**src/hdl/pdf_literal_string_unescape_macros.svh**
```systemverilog
// Assertion macros shared by the literal string decoder files
`ifndef PDF_LITERAL_STRING_UNESCAPE_MACROS_SVH
`define PDF_LITERAL_STRING_UNESCAPE_MACROS_SVH

// Same-cycle implication, checked outside reset
`define PLS_ASSERT_IMP(lbl, clk, rstn, ante, cons, msg) \
	lbl: assert property (@(posedge clk) disable iff (!(rstn)) (ante) |-> (cons)) \
		else $error(msg);

// Next-cycle implication, checked outside reset
`define PLS_ASSERT_NXT(lbl, clk, rstn, ante, cons, msg) \
	lbl: assert property (@(posedge clk) disable iff (!(rstn)) (ante) |=> (cons)) \
		else $error(msg);

`endif

```
**src/hdl/pls_pkg.sv**
```systemverilog
// ----------------------------------------------------------------------------
// pls_pkg
// Shared types, character codes and mode codes of the literal string decoder.
// ----------------------------------------------------------------------------
package pls_pkg;

	localparam int DEPTH_BITS = 8;

	// decoder mode codes
	localparam logic [2:0] MODE_PLAIN  = 3'd0;
	localparam logic [2:0] MODE_ESC    = 3'd1;
	localparam logic [2:0] MODE_ESC_CR = 3'd2;
	localparam logic [2:0] MODE_CR     = 3'd3;
	localparam logic [2:0] MODE_OCT    = 3'd4;

	// character codes
	localparam logic [7:0] CH_LPAREN = 8'h28;
	localparam logic [7:0] CH_RPAREN = 8'h29;
	localparam logic [7:0] CH_BSLASH = 8'h5C;
	localparam logic [7:0] CH_LF     = 8'h0A;
	localparam logic [7:0] CH_CR     = 8'h0D;
	localparam logic [7:0] CH_TAB    = 8'h09;
	localparam logic [7:0] CH_BS     = 8'h08;
	localparam logic [7:0] CH_FF     = 8'h0C;
	localparam logic [7:0] CH_ZERO   = 8'h30;
	localparam logic [7:0] CH_N      = 8'h6E;
	localparam logic [7:0] CH_R      = 8'h72;
	localparam logic [7:0] CH_T      = 8'h74;
	localparam logic [7:0] CH_B      = 8'h62;
	localparam logic [7:0] CH_F      = 8'h66;

	localparam logic [1:0] OCT_MAX_DIGITS = 2'd3;

	typedef struct packed {
		logic [7:0] data;
		logic       byte_ok;
		logic       done;
		logic       last;
	} res_t;

	// results of one decoded byte
	typedef struct packed {
		logic [1:0] cnt;
		res_t       r0;
		res_t       r1;
	} dec_out_t;

endpackage

```
**src/hdl/pls_decode.sv**
```systemverilog
// ----------------------------------------------------------------------------
// pls_decode
// Escape, octal, CR-LF and nesting decode of one byte; holds the decode state.
// ----------------------------------------------------------------------------
`include "pdf_literal_string_unescape_macros.svh"

module pls_decode (
	input  logic                 clk,
	input  logic                 arst_n,
	input  logic                 commit,
	input  logic [7:0]           data_in,
	output pls_pkg::dec_out_t    dec
);

	typedef struct packed {
		logic                          emit;
		pls_pkg::res_t                 r;
		logic [2:0]                    mode;
		logic [pls_pkg::DEPTH_BITS-1:0] depth;
		logic                          clr;
	} plain_t;

	localparam logic [1:0] OCT_LIMIT = pls_pkg::OCT_MAX_DIGITS;

	logic [2:0]                     mode_q, mode_d;
	logic [7:0]                     oct_val_q, oct_val_d;
	logic [1:0]                     oct_cnt_q, oct_cnt_d;
	logic [pls_pkg::DEPTH_BITS-1:0] depth_q, depth_d;

	plain_t        p;
	logic          use_plain;
	logic          pre_emit;
	logic [7:0]    pre_data;
	logic          is_oct;
	logic [7:0]    oct_nxt;
	logic [1:0]    cnt;
	pls_pkg::res_t r0, r1;

	function automatic pls_pkg::res_t mk(input logic [7:0] d);
		pls_pkg::res_t r;
		r.data    = d;
		r.byte_ok = 1'b1;
		r.done    = 1'b0;
		r.last    = 1'b0;
		return r;
	endfunction

	function automatic plain_t plain_step(input logic [7:0] b,
			input logic [pls_pkg::DEPTH_BITS-1:0] d);
		plain_t o;
		o.emit  = 1'b0;
		o.r     = mk(b);
		o.mode  = pls_pkg::MODE_PLAIN;
		o.depth = d;
		o.clr   = 1'b0;
		if (b == pls_pkg::CH_BSLASH) begin
			o.mode = pls_pkg::MODE_ESC;
		end else if (b == pls_pkg::CH_CR) begin
			o.mode = pls_pkg::MODE_CR;
		end else if (b == pls_pkg::CH_LPAREN) begin
			o.emit = 1'b1;
			if (d != '1)
				o.depth = d + 1'b1;
		end else if (b == pls_pkg::CH_RPAREN) begin
			o.emit = 1'b1;
			if (d == '0) begin
				// close of the string: marker word, no data
				o.r.data    = 8'h00;
				o.r.byte_ok = 1'b0;
				o.r.done    = 1'b1;
				o.clr       = 1'b1;
			end else begin
				o.depth = d - 1'b1;
			end
		end else begin
			o.emit = 1'b1;
		end
		return o;
	endfunction

	assign is_oct  = (data_in[7:3] == pls_pkg::CH_ZERO[7:3]);
	assign oct_nxt = {oct_val_q[4:0], data_in[2:0]};
	assign p       = plain_step(data_in, depth_q);

	always_comb begin
		mode_d    = pls_pkg::MODE_PLAIN;
		oct_val_d = oct_val_q;
		oct_cnt_d = oct_cnt_q;
		depth_d   = depth_q;
		use_plain = 1'b0;
		pre_emit  = 1'b0;
		pre_data  = 8'h00;
		cnt       = 2'd0;
		r0        = p.r;
		r1        = p.r;
		unique case (mode_q)
			pls_pkg::MODE_ESC: begin
				case (data_in) inside
					pls_pkg::CH_N: begin r0 = mk(pls_pkg::CH_LF); cnt = 2'd1; end
					pls_pkg::CH_R: begin r0 = mk(pls_pkg::CH_CR); cnt = 2'd1; end
					pls_pkg::CH_T: begin r0 = mk(pls_pkg::CH_TAB); cnt = 2'd1; end
					pls_pkg::CH_B: begin r0 = mk(pls_pkg::CH_BS); cnt = 2'd1; end
					pls_pkg::CH_F: begin r0 = mk(pls_pkg::CH_FF); cnt = 2'd1; end
					pls_pkg::CH_LPAREN, pls_pkg::CH_RPAREN, pls_pkg::CH_BSLASH: begin
						r0  = mk(data_in);
						cnt = 2'd1;
					end
					pls_pkg::CH_LF: begin
						cnt = 2'd0;
					end
					pls_pkg::CH_CR: begin
						mode_d = pls_pkg::MODE_ESC_CR;
					end
					default: begin
						if (is_oct) begin
							oct_val_d = {5'd0, data_in[2:0]};
							oct_cnt_d = 2'd1;
							mode_d    = pls_pkg::MODE_OCT;
						end else begin
							// unknown escape: keep the backslash
							pre_emit  = 1'b1;
							pre_data  = pls_pkg::CH_BSLASH;
							use_plain = 1'b1;
						end
					end
				endcase
			end
			pls_pkg::MODE_ESC_CR: begin
				use_plain = (data_in != pls_pkg::CH_LF);
			end
			pls_pkg::MODE_CR: begin
				if (data_in == pls_pkg::CH_LF) begin
					r0  = mk(pls_pkg::CH_LF);
					cnt = 2'd1;
				end else begin
					pre_emit  = 1'b1;
					pre_data  = pls_pkg::CH_CR;
					use_plain = 1'b1;
				end
			end
			pls_pkg::MODE_OCT: begin
				if (is_oct && (oct_cnt_q < OCT_LIMIT)) begin
					if (oct_cnt_q == OCT_LIMIT - 2'd1) begin
						r0        = mk(oct_nxt);
						cnt       = 2'd1;
						oct_val_d = 8'h00;
						oct_cnt_d = 2'd0;
					end else begin
						oct_val_d = oct_nxt;
						oct_cnt_d = oct_cnt_q + 2'd1;
						mode_d    = pls_pkg::MODE_OCT;
					end
				end else begin
					// octal run ended early: flush it, then take the byte as text
					pre_emit  = 1'b1;
					pre_data  = oct_val_q;
					oct_val_d = 8'h00;
					oct_cnt_d = 2'd0;
					use_plain = 1'b1;
				end
			end
			default: begin
				use_plain = 1'b1;
			end
		endcase

		if (use_plain) begin
			mode_d  = p.mode;
			depth_d = p.depth;
			if (p.clr) begin
				oct_val_d = 8'h00;
				oct_cnt_d = 2'd0;
			end
			if (pre_emit) begin
				r0  = mk(pre_data);
				r1  = p.r;
				cnt = p.emit ? 2'd2 : 2'd1;
			end else begin
				r0  = p.r;
				cnt = p.emit ? 2'd1 : 2'd0;
			end
		end

		r0.last = (cnt == 2'd1);
		r1.last = 1'b1;
	end

	assign dec.cnt = cnt;
	assign dec.r0  = r0;
	assign dec.r1  = r1;

	always_ff @(posedge clk or negedge arst_n) begin
		if (!arst_n) begin
			mode_q    <= pls_pkg::MODE_PLAIN;
			oct_val_q <= 8'h00;
			oct_cnt_q <= 2'd0;
			depth_q   <= '0;
		end else if (commit) begin
			mode_q    <= mode_d;
			oct_val_q <= oct_val_d;
			oct_cnt_q <= oct_cnt_d;
			depth_q   <= depth_d;
		end
	end

	`PLS_ASSERT_IMP(a_oct_cnt_live, clk, arst_n, mode_q == pls_pkg::MODE_OCT,
		(oct_cnt_q == 2'd1) || (oct_cnt_q == 2'd2), "octal mode without a digit count")
	`PLS_ASSERT_IMP(a_done_alone, clk, arst_n, commit && dec.r0.done,
		(dec.cnt != 2'd0) && !dec.r0.byte_ok, "string end word carries data")

endmodule

```
**src/hdl/pls_out_buf.sv**
```systemverilog
// ----------------------------------------------------------------------------
// pls_out_buf
// Two-slot result buffer: slot 0 drives the output, slot 1 holds a second word.
// ----------------------------------------------------------------------------
`include "pdf_literal_string_unescape_macros.svh"

module pls_out_buf (
	input  logic              clk,
	input  logic              arst_n,
	input  logic              push,
	input  pls_pkg::dec_out_t dec,
	output logic              room,
	output logic              out_valid,
	input  logic              out_stall,
	output pls_pkg::res_t     head
);

	logic          v0_q, v1_q;
	pls_pkg::res_t slot0_q, slot1_q;
	logic          free0;

	// slot 0 frees when it is empty or its word leaves this cycle
	assign free0     = !v0_q || !out_stall;
	assign room      = !v1_q && free0;
	assign out_valid = v0_q;
	assign head      = slot0_q;

	always_ff @(posedge clk or negedge arst_n) begin
		if (!arst_n) begin
			v0_q <= 1'b0;
			v1_q <= 1'b0;
		end else if (free0) begin
			if (v1_q) begin
				v0_q <= 1'b1;
				v1_q <= 1'b0;
			end else if (push) begin
				v0_q <= (dec.cnt != 2'd0);
				v1_q <= (dec.cnt == 2'd2);
			end else begin
				v0_q <= 1'b0;
			end
		end
	end

	always_ff @(posedge clk) begin
		if (free0) begin
			if (v1_q)
				slot0_q <= slot1_q;
			else if (push)
				slot0_q <= dec.r0;
			if (push)
				slot1_q <= dec.r1;
		end
	end

	`PLS_ASSERT_IMP(a_push_room, clk, arst_n, push, room, "result pushed with no room")
	`PLS_ASSERT_IMP(a_slot_order, clk, arst_n, v1_q, v0_q, "second slot full ahead of the first")
	`PLS_ASSERT_NXT(a_hold_stalled, clk, arst_n, v0_q && out_stall, v0_q && $stable(slot0_q), "stalled head word changed")

endmodule

```
**src/hdl/pdf_literal_string_unescape.sv**
```systemverilog
// ----------------------------------------------------------------------------
// pdf_literal_string_unescape
// Decodes the body bytes of a literal string into unescaped data words.
// ----------------------------------------------------------------------------
//  channel | ports                                                       | dir
//  --------+-------------------------------------------------------------+-----
//  in      | in_valid, in_stall, in_byte                                 | in
//  out     | out_valid, out_stall, out_byte, byte_valid, string_done, last | out
//
// One input byte per cycle while the output is not stalled; a byte that
// yields two words holds the input while the second word drains through
// the output port. A byte enters the input register, is decoded against
// the mode state and lands in a two-slot result buffer.
// Reset clears the mode, octal and nesting state and empties both stages.
// Output stall holds the head word and back-pressures the input register.
// ----------------------------------------------------------------------------
`include "pdf_literal_string_unescape_macros.svh"

module pdf_literal_string_unescape (
	input  logic       clk,
	input  logic       arst_n,
	input  logic       in_valid,
	output logic       in_stall,
	input  logic [7:0] in_byte,
	output logic       out_valid,
	input  logic       out_stall,
	output logic [7:0] out_byte,
	output logic       byte_valid,
	output logic       string_done,
	output logic       last
);

	logic              valid_s1;
	logic [7:0]        byte_s1;
	logic              room;
	logic              advance;
	pls_pkg::dec_out_t dec;
	pls_pkg::res_t     head;

	assign advance  = valid_s1 && room;
	assign in_stall = valid_s1 && !room;

	always_ff @(posedge clk or negedge arst_n) begin
		if (!arst_n)
			valid_s1 <= 1'b0;
		else if (!in_stall)
			valid_s1 <= in_valid;
	end

	always_ff @(posedge clk) begin
		if (!in_stall && in_valid)
			byte_s1 <= in_byte;
	end

	pls_decode u_decode (
		.clk     (clk),
		.arst_n  (arst_n),
		.commit  (advance),
		.data_in (byte_s1),
		.dec     (dec)
	);

	pls_out_buf u_out_buf (
		.clk       (clk),
		.arst_n    (arst_n),
		.push      (advance),
		.dec       (dec),
		.room      (room),
		.out_valid (out_valid),
		.out_stall (out_stall),
		.head      (head)
	);

	assign out_byte    = head.data;
	assign byte_valid  = head.byte_ok;
	assign string_done = head.done;
	assign last        = head.last;

	`PLS_ASSERT_IMP(a_stall_cause, clk, arst_n, in_stall, valid_s1 && (out_valid || !room), "input stalled with nothing ahead")

endmodule

```
**config.mk**
```make
export PLATFORM = sky130hd
export DESIGN_NAME = pdf_literal_string_unescape
export DESIGN_NICKNAME = d
export VERILOG_FILES = /design/src/hdl/pls_pkg.sv /design/src/hdl/pls_decode.sv /design/src/hdl/pls_out_buf.sv /design/src/hdl/pdf_literal_string_unescape.sv
export VERILOG_INCLUDE_DIRS = /design/src /design/src/hdl
export SDC_FILE = /design/constraint.sdc
export NUM_CORES = 1
export LEC_CHECK = 0
export BUFFER_PORTS_ARGS = -buffer_cell sky130_fd_sc_hd__buf_4
export CORE_AREA = 2 2 118 63
export CTS_BUF_LIST = sky130_fd_sc_hd__clkbuf_4 sky130_fd_sc_hd__clkbuf_8 sky130_fd_sc_hd__clkbuf_16
export DETAILED_ROUTE_END_ITERATION = 12
export DIE_AREA = 0 0 120 65
export GPL_ROUTABILITY_DRIVEN = 0
export GPL_TIMING_DRIVEN = 0
export PLACE_DENSITY = 0.66
export SYNTH_ARGS = -nofsm -noshare
export SYNTH_HDL_FRONTEND = slang
export SYNTH_HIERARCHICAL = 1
export SYNTH_SLANG_ARGS = --single-unit
```
**constraint.sdc**
```tcl
create_clock -name clk -period 8.45 [get_ports clk]
set_clock_uncertainty 0.1 [all_clocks]
set_input_delay 1.2675 -clock clk [delete_from_list [all_inputs] [get_ports clk]]
set_output_delay 1.2675 -clock clk [all_outputs]
set_load 0.02 [all_outputs]
```
==> results_dict.tcl, run 1 <==
set metrics [dict create \
    outcome "completed" \
    vias 2646 \
    drive_gt1_share_pct 25.5 \
    antenna_left 0 \
    die_area_um2 7800 \
    grt_pass1_wl_mm 13.4 \
    setup_viol 0 \
    rsz0062_at_grt "false" \
    cts_sinks 54 \
    async_reset_ff_share_pct 44.4 \
    crit_path_end_kind "flip-flop" \
    ctsHoldBuffers 0 \
    timing.slew.headroom_pct 33.4 \
    routedWlPerCell_um 18.7 \
    max_freq_mhz 284 \
    ys.flop_type "edfxtp_1" \
    hold_viol_final 0 \
    syn_area_um2 3380 \
    tightest_slew_ps 999 \
    cts_setup_buffers 0 \
    grt_start_max_net_pins 25 \
    synth_nets 319 \
    antennaDiodeCount 0 \
    ys_types 86 \
    synth_top_area_cell "edfxtp_1" \
    critPathLaunchType "input port" \
    p_leak_uw 0.00149 \
    worstSetupPathType "in2reg" \
    final_cell_area_um2 3840 \
    finalCriticalPeriod_ps 3520 \
    total_power_uw 620 \
    finalMaxSlewViolations 0 \
    grt_overflow 0 \
    post-route-drc-count 0 \
    io_pins 25 \
    drv_cap 0 \
    antenna_found_initial 0 \
    final_cells 433 \
    clk_pin_slew_worst_paths_ps 70 \
    cts-root-buf "clkbuf_16" \
    crit_required_ps 8590 \
    synth-adder-area-share_pct 1.11 \
    fillers 610 \
    synth_cells 304 \
    synth_xor_area_share_pct 1.55 \
    peakVddDrop_mv 0.0925 \
    holdCritPathClass "reg2reg" \
    via_per_inst 6.11 \
    synth_enable_flop_cells 30 \
    synth_simple_gate_area_share_pct 22.5 \
    fin_crit_sh_pct 41.6 \
    clk_latency_ps 300 \
    initial_core_util_pct 49.0 \
    crit_arrival_ps 3660 \
    drt-pass1-iter-count 5 \
    clk_path_buf_depth 2 \
    dp.cells 425 \
    drt_wl_total_mm 8.08 \
    yosysSeqAreaShare_pct 44.4 \
    setup_tns_ps 0 \
    synth-compound-area-share_pct 19.1 \
    synth_top_family_by_area "simple AND/OR/NAND/NOR gates" \
    placed_area_um2 3690 \
    final_util_pct 55.6 \
    hold_depth 1 \
    postSynthAreaPerCell_um2 11.1 \
    h-tree-depth 2 \
    rows 22 \
    die_w_um 120 \
    crit_path_max_fanout 10 \
    grt_usage_pct 22.6 \
    r2r_cells 10 \
    port_buffers 24 \
    cts_tree "built" \
    drtIter0Drc 335 \
    die_y_um 65 \
    ys_ff_latch 54 \
    grt_pass1_vias 2522 \
    synth_mux_area_share_pct 5.03 \
    cts_buffers 5 \
    core_area_um2 6910 \
    p_per_area_nw_per_um2 162 \
    ys_warn_count 6 \
    netlist.area_leader.share_pct 26.6 \
    dp_hpwl_mm 6.01 \
    syn2layout_area_growth_pct 13.4 \
    synth.area.top_cells "edfxtp_1 27%, dfrtp_1 18%, mux2_4 3.1%" \
    cts_resized 0 \
    nNetsFinal 351 \
]
-- layout make-up --
class / count / area (um2) / area share (%)
Sequential cell: 54 / 1500 / 39.1
Inverter: 13 / 48.8 / 1.27
Buffer: 23 / 164 / 4.27
Clock inverter: 3 / 21.3 / 0.554
Clock buffer: 5 / 125 / 3.26
Tap cell: 96 / 120 / 3.13
Multi-Input combinational cell: 214 / 1670 / 43.5
Timing Repair Buffer: 25 / 188 / 4.89
-- per-stage QoR --
stage	worst slack (ps)	hold slack [ps]
floorplan	5370	352
global placement	4710	373
detailed placement	4730	378
CTS	5010	396
global route	4790	417
finish	4930	403
-- kinds of logic (layout without fill, tap and decap cells) --
group,after synthesis,count (layout)
AOI/OAI and AO/OA,80,80
xor gates and xnor gates,6,6
adders and majority gates,3,3
buffers and inverters,36,69
DFF,54,54
muxes,13,13
other,1,1
and+or+nand+nor,111,111
-- worst max-delay path, stage by stage --
cell and delay [ps]:
buf_4 120, a21oi_1 210, and2_1 220, buf_1 430, inv_1 290, nor4b_4 590, and2_1 340, a22o_1 180
-- cell usage after synthesis, types with 3 or more instances --
master	number
a21oi_1	8
a22o_1	6
a22oi_1	4
a31oi_1	5
a32o_1	7
and2_1	6
and3b_1	3
buf_2	4
buf_4	3
buf_6	6
clkbuf_1	7
dfrtp_1	24
edfxtp_1	30
ha_1	3
inv_1	13
mux2_2	4
mux2_4	7
nand2_1	22
nand2b_1	5
nand3_1	14
nand4_1	4
nor2_1	13
nor3_1	6
nor3b_1	5
o21a_1	4
o21ai_0	8
o22ai_1	6
xnor2_1	5
-- path summary, 6_finish.rpt --
path,startpoint,end,slack (ps)
min in group asynchronous,arst_n,u_decode/depth_q[7]$_DFFE_PN0P_,770
worst min register to register,u_decode/oct_val_q[7]$_DFFE_PN0P_,u_decode/oct_val_q[7]$_DFFE_PN0P_,400
worst max register to register,byte_s1[0]$_DFFE_PP_,u_out_buf/head[0]$_DFFE_PP_,5310
worst max-delay path,out_stall,u_decode/depth_q[3]$_DFFE_PN0P_,4930
max in group asynchronous,arst_n,u_decode/oct_val_q[4]$_DFFE_PN0P_,7220
worst min-delay path,u_decode/oct_val_q[7]$_DFFE_PN0P_,u_decode/oct_val_q[7]$_DFFE_PN0P_,400
-- report_power, final --
group	switching (uW)	internal, uW
sequential	13.8	300
clock	96.5	110
combinational	59.6	40.4
total	170	451
-- per-layer routing --
| metal | track usage, % | routed length [um] |
|---|---|---|
| met4 | 5.74 | 100 |
| met2 | 31.5 | 3220 |
| met3 | 5.02 | 722 |
| met5 | 0 | 0 |
| met1 | 35.0 | 4030 |
-- layout by cell type (no fill, tap or decap), types with 5 or more instances in the layout --
| cell | Yosys | routed |
|---|---|---|
| a21oi_1 | 8 | 8 |
| a31oi_1 | 5 | 5 |
| inv_1 | 13 | 13 |
| nand2_1 | 22 | 22 |
| o21ai_0 | 8 | 8 |
| clkbuf_16 | 0 | 5 |
| buf_6 | 6 | 6 |
| dfrtp_1 | 24 | 24 |
| nor3_1 | 6 | 6 |
| nor2_1 | 13 | 13 |
| nand3_1 | 14 | 14 |
| a32o_1 | 7 | 7 |
| nand2b_1 | 5 | 5 |
| xnor2_1 | 5 | 5 |
| edfxtp_1 | 30 | 30 |
| buf_4 | 3 | 28 |
| a22o_1 | 6 | 6 |
| o22ai_1 | 6 | 6 |
| nor3b_1 | 5 | 5 |
| clkbuf_1 | 7 | 7 |
| and2_1 | 6 | 6 |
| mux2_4 | 7 | 7 |
-- flip-flops by register name, summed over array words and instances (netlist names) --
name                 cells
u_out_buf/out_valid      1
valid_s1                 1
u_out_buf/head          11
u_out_buf/slot1_q       11
byte_s1                  8
u_decode/oct_val_q       8
u_out_buf/v1_q           1
u_decode/depth_q         8
u_decode/mode_q          3
u_decode/oct_cnt_q       2
(Power assumes the default switching activity.)
==> run 2: changes to the inputs <==
Settings changed: PLACE_DENSITY 0.66 to 0.68.
Clock period 8.45 ns to 3 ns, I/O delays scaled along.
==> run 2 against run 1 <==
Wire length grew 0.33%. Power increased to 3.0 times the previous value. Final cell count grew 2.8%. Register-to-register slack lost 5200 ps. Design area up 4.0%. Die area unchanged. Via count increased by 0.34%. Highest routed layer unchanged. Largest power group unchanged. Utilization grew 2.2 points. Clock-buffer cell count did not move. Setup slack got worse by 4900 ps. Sequential power grew to 2.8 times the previous value.
==> results_dict.tcl, run 2 (synthesis results as in run 1) <==
set metrics [dict create \
    crit_path_end_kind "flip-flop" \
    die_w_um 120 \
    switching_share_pct 26.3 \
    p_per_area_nw_per_um2 465 \
    h-tree-depth 2 \
    clock_power_share_pct 36.5 \
    vias 2655 \
    hold_viol_final 0 \
    rows 22 \
    peakVddDrop_mv 0.282 \
    critPathLaunchType "flip-flop" \
    finalMaxSlewViolations 0 \
    holdCritPathClass "in2reg" \
    internal_power_uw 1370 \
    fin_crit_sh_pct 97.8 \
    initial_core_util_pct 49.0 \
    antenna_left 0 \
    drtIter0Drc 291 \
    drv_cap 0 \
    r2r_end "u_out_buf/head[0]$_DFFE_PP_" \
    r2r_cells 10 \
    port_buffers 24 \
    timing.rr.start "byte_s1[5]$_DFFE_PP_" \
    p_leak_uw 0.00157 \
    cp_cell_sequence "buf_4 > or3b_2 > o22ai_4 > a221oi_4 > a21boi_2 > inv_1 > ha_1 > nand3_1 > a32oi_1 > mux2_4" \
    setup_viol 0 \
    worstSetupPathType "reg2reg" \
    dp_hpwl_mm 5.90 \
    crit_path_start "byte_s1[5]$_DFFE_PP_" \
    wl_met2_mm 3.25 \
    drt-pass1-iter-count 5 \
    crit_path_max_fanout 10 \
    die_y_um 65 \
    cp.depth 10 \
    power.switching_uw 488 \
    r2r_setup_slack_ps 70 \
    clk_pin_slew_worst_paths_ps 70 \
    die_area_um2 7800 \
    finalCriticalPeriod_ps 2930 \
    setup_ws_ps 67.3 \
    drive_gt1_share_pct 29.8 \
    clk_path_buf_depth 2 \
    grt_start_max_net_pins 25 \
    post-route-drc-count 0 \
    routed.top_layer "met4" \
    rsz0062_at_grt "true" \
    route.met3.wl_um 630 \
    crit_required_ps 2960 \
    timing.slew.headroom_pct 35.2 \
    outcome "completed" \
    syn2layout_area_growth_pct 18.0 \
    cts_sinks 54 \
    max_freq_mhz 341 \
    worst_path_dominant_cell_family "compound AO/OA/AOI/OAI gates" \
    pwr-share-seq_pct 47.4 \
    cts-root-buf "clkbuf_16" \
    layout_common_cells "39 x buf_4, 30 x edfxtp_1, 24 x dfrtp_1" \
    post-place-ws_ps -17.1 \
    total_power_uw 1860 \
    drt_wl_total_mm 8.10 \
    grt_pass1_wl_mm 13.4 \
    final_common_cell "buf_4" \
    via_per_inst 5.97 \
    cts_tree "built" \
    grt_pass1_vias 2434 \
    routedWlPerCell_um 18.2 \
    crit_end "u_out_buf/head[0]$_DFFE_PP_" \
    nNetsFinal 363 \
    crit_arrival_ps 2890 \
    final_util_pct 57.8 \
    antennaDiodeCount 0 \
    cp_slowest_cell "or3b_2" \
    antenna_found_initial 0 \
    grt_overflow 0 \
    grt_usage_pct 22.7 \
    io_pins 25 \
    cts_buffers 5 \
    comb_power_share_pct 16.1 \
    clk_latency_ps 300 \
    tightest_slew_ps 972 \
    whs_ps 218 \
    crit_buf_inv 2 \
    core_area_um2 6910 \
    wl_met1_mm 4.14 \
    slowest_delay_ps 520 \
]
run 2: repair_timing:
item	CTS	global route
buffers inserted	3	8
pin swaps	0	3
endpoints found under the hold margin	24	0
gates resized for setup	2	7
hold buffers	1	0
endpoints found under the setup margin	1	12
run 2: metal layers:
| metal | global-route usage, % | vias up |
|---|---|---|
| li1 | - | 1254 |
| met1 | 35.4 | 1273 |
| met2 | 31.5 | 118 |
| met3 | 5.28 | 10 |
| met4 | 4.85 | 0 |
| met5 | 0 | - |
run 2: worst min path at each step:
stage               start                              end  slack, ps  cells after the start
2_1_floorplan      arst_n  u_decode/depth_q[0]$_DFFE_PN0P_         50                      0
5_1_grt        in_byte[0]             byte_s1[0]$_DFFE_PP_        210                      1
3_5_place_dp       arst_n   u_decode/mode_q[2]$_DFFE_PN0P_        280                      1
6_report       in_byte[4]             byte_s1[4]$_DFFE_PP_        220                      1
3_3_place_gp       arst_n   u_decode/mode_q[2]$_DFFE_PN0P_        280                      1
4_1_cts        in_byte[0]             byte_s1[0]$_DFFE_PP_        210                      1
run 2: metrics by stage:
stage               cell area [um2]  std cells  TNS [ps]
floorplan                      3380        304         0
global placement               3680        424         0
detailed placement             3690        425     -17.1
CTS                            3910        437         0
global route                   3990        445     -39.9
finish                         3990        445         0
run 2: power groups by stage:
stage	clock (uW)	sequential (uW)	combinational, uW
CTS	694	881	286
detailed placement	0	899	277
finish	678	881	299
floorplan	0	907	172
global placement	0	897	271
global route	730	887	327
run 2: worst register-to-register path, delay by kind of cell, from the launching register on:
kind / cells / cell delay (ps)
and+or+nand+nor: 2 / 630
muxes: 1 / 280
buffers and inverters: 2 / 270
AOI/OAI and AO/OA: 4 / 760
DFF: 1 / 370
adders and majority gates: 1 / 290
run 2: layout make-up:
type	count	area, um2
buffer	23	166
clock buffer	5	125
clock inverter	3	47.5
fill	585	2920
inverter	13	48.8
multi-input combinational	214	1700
sequential	54	1500
tap	96	120
timing repair buffer	37	280
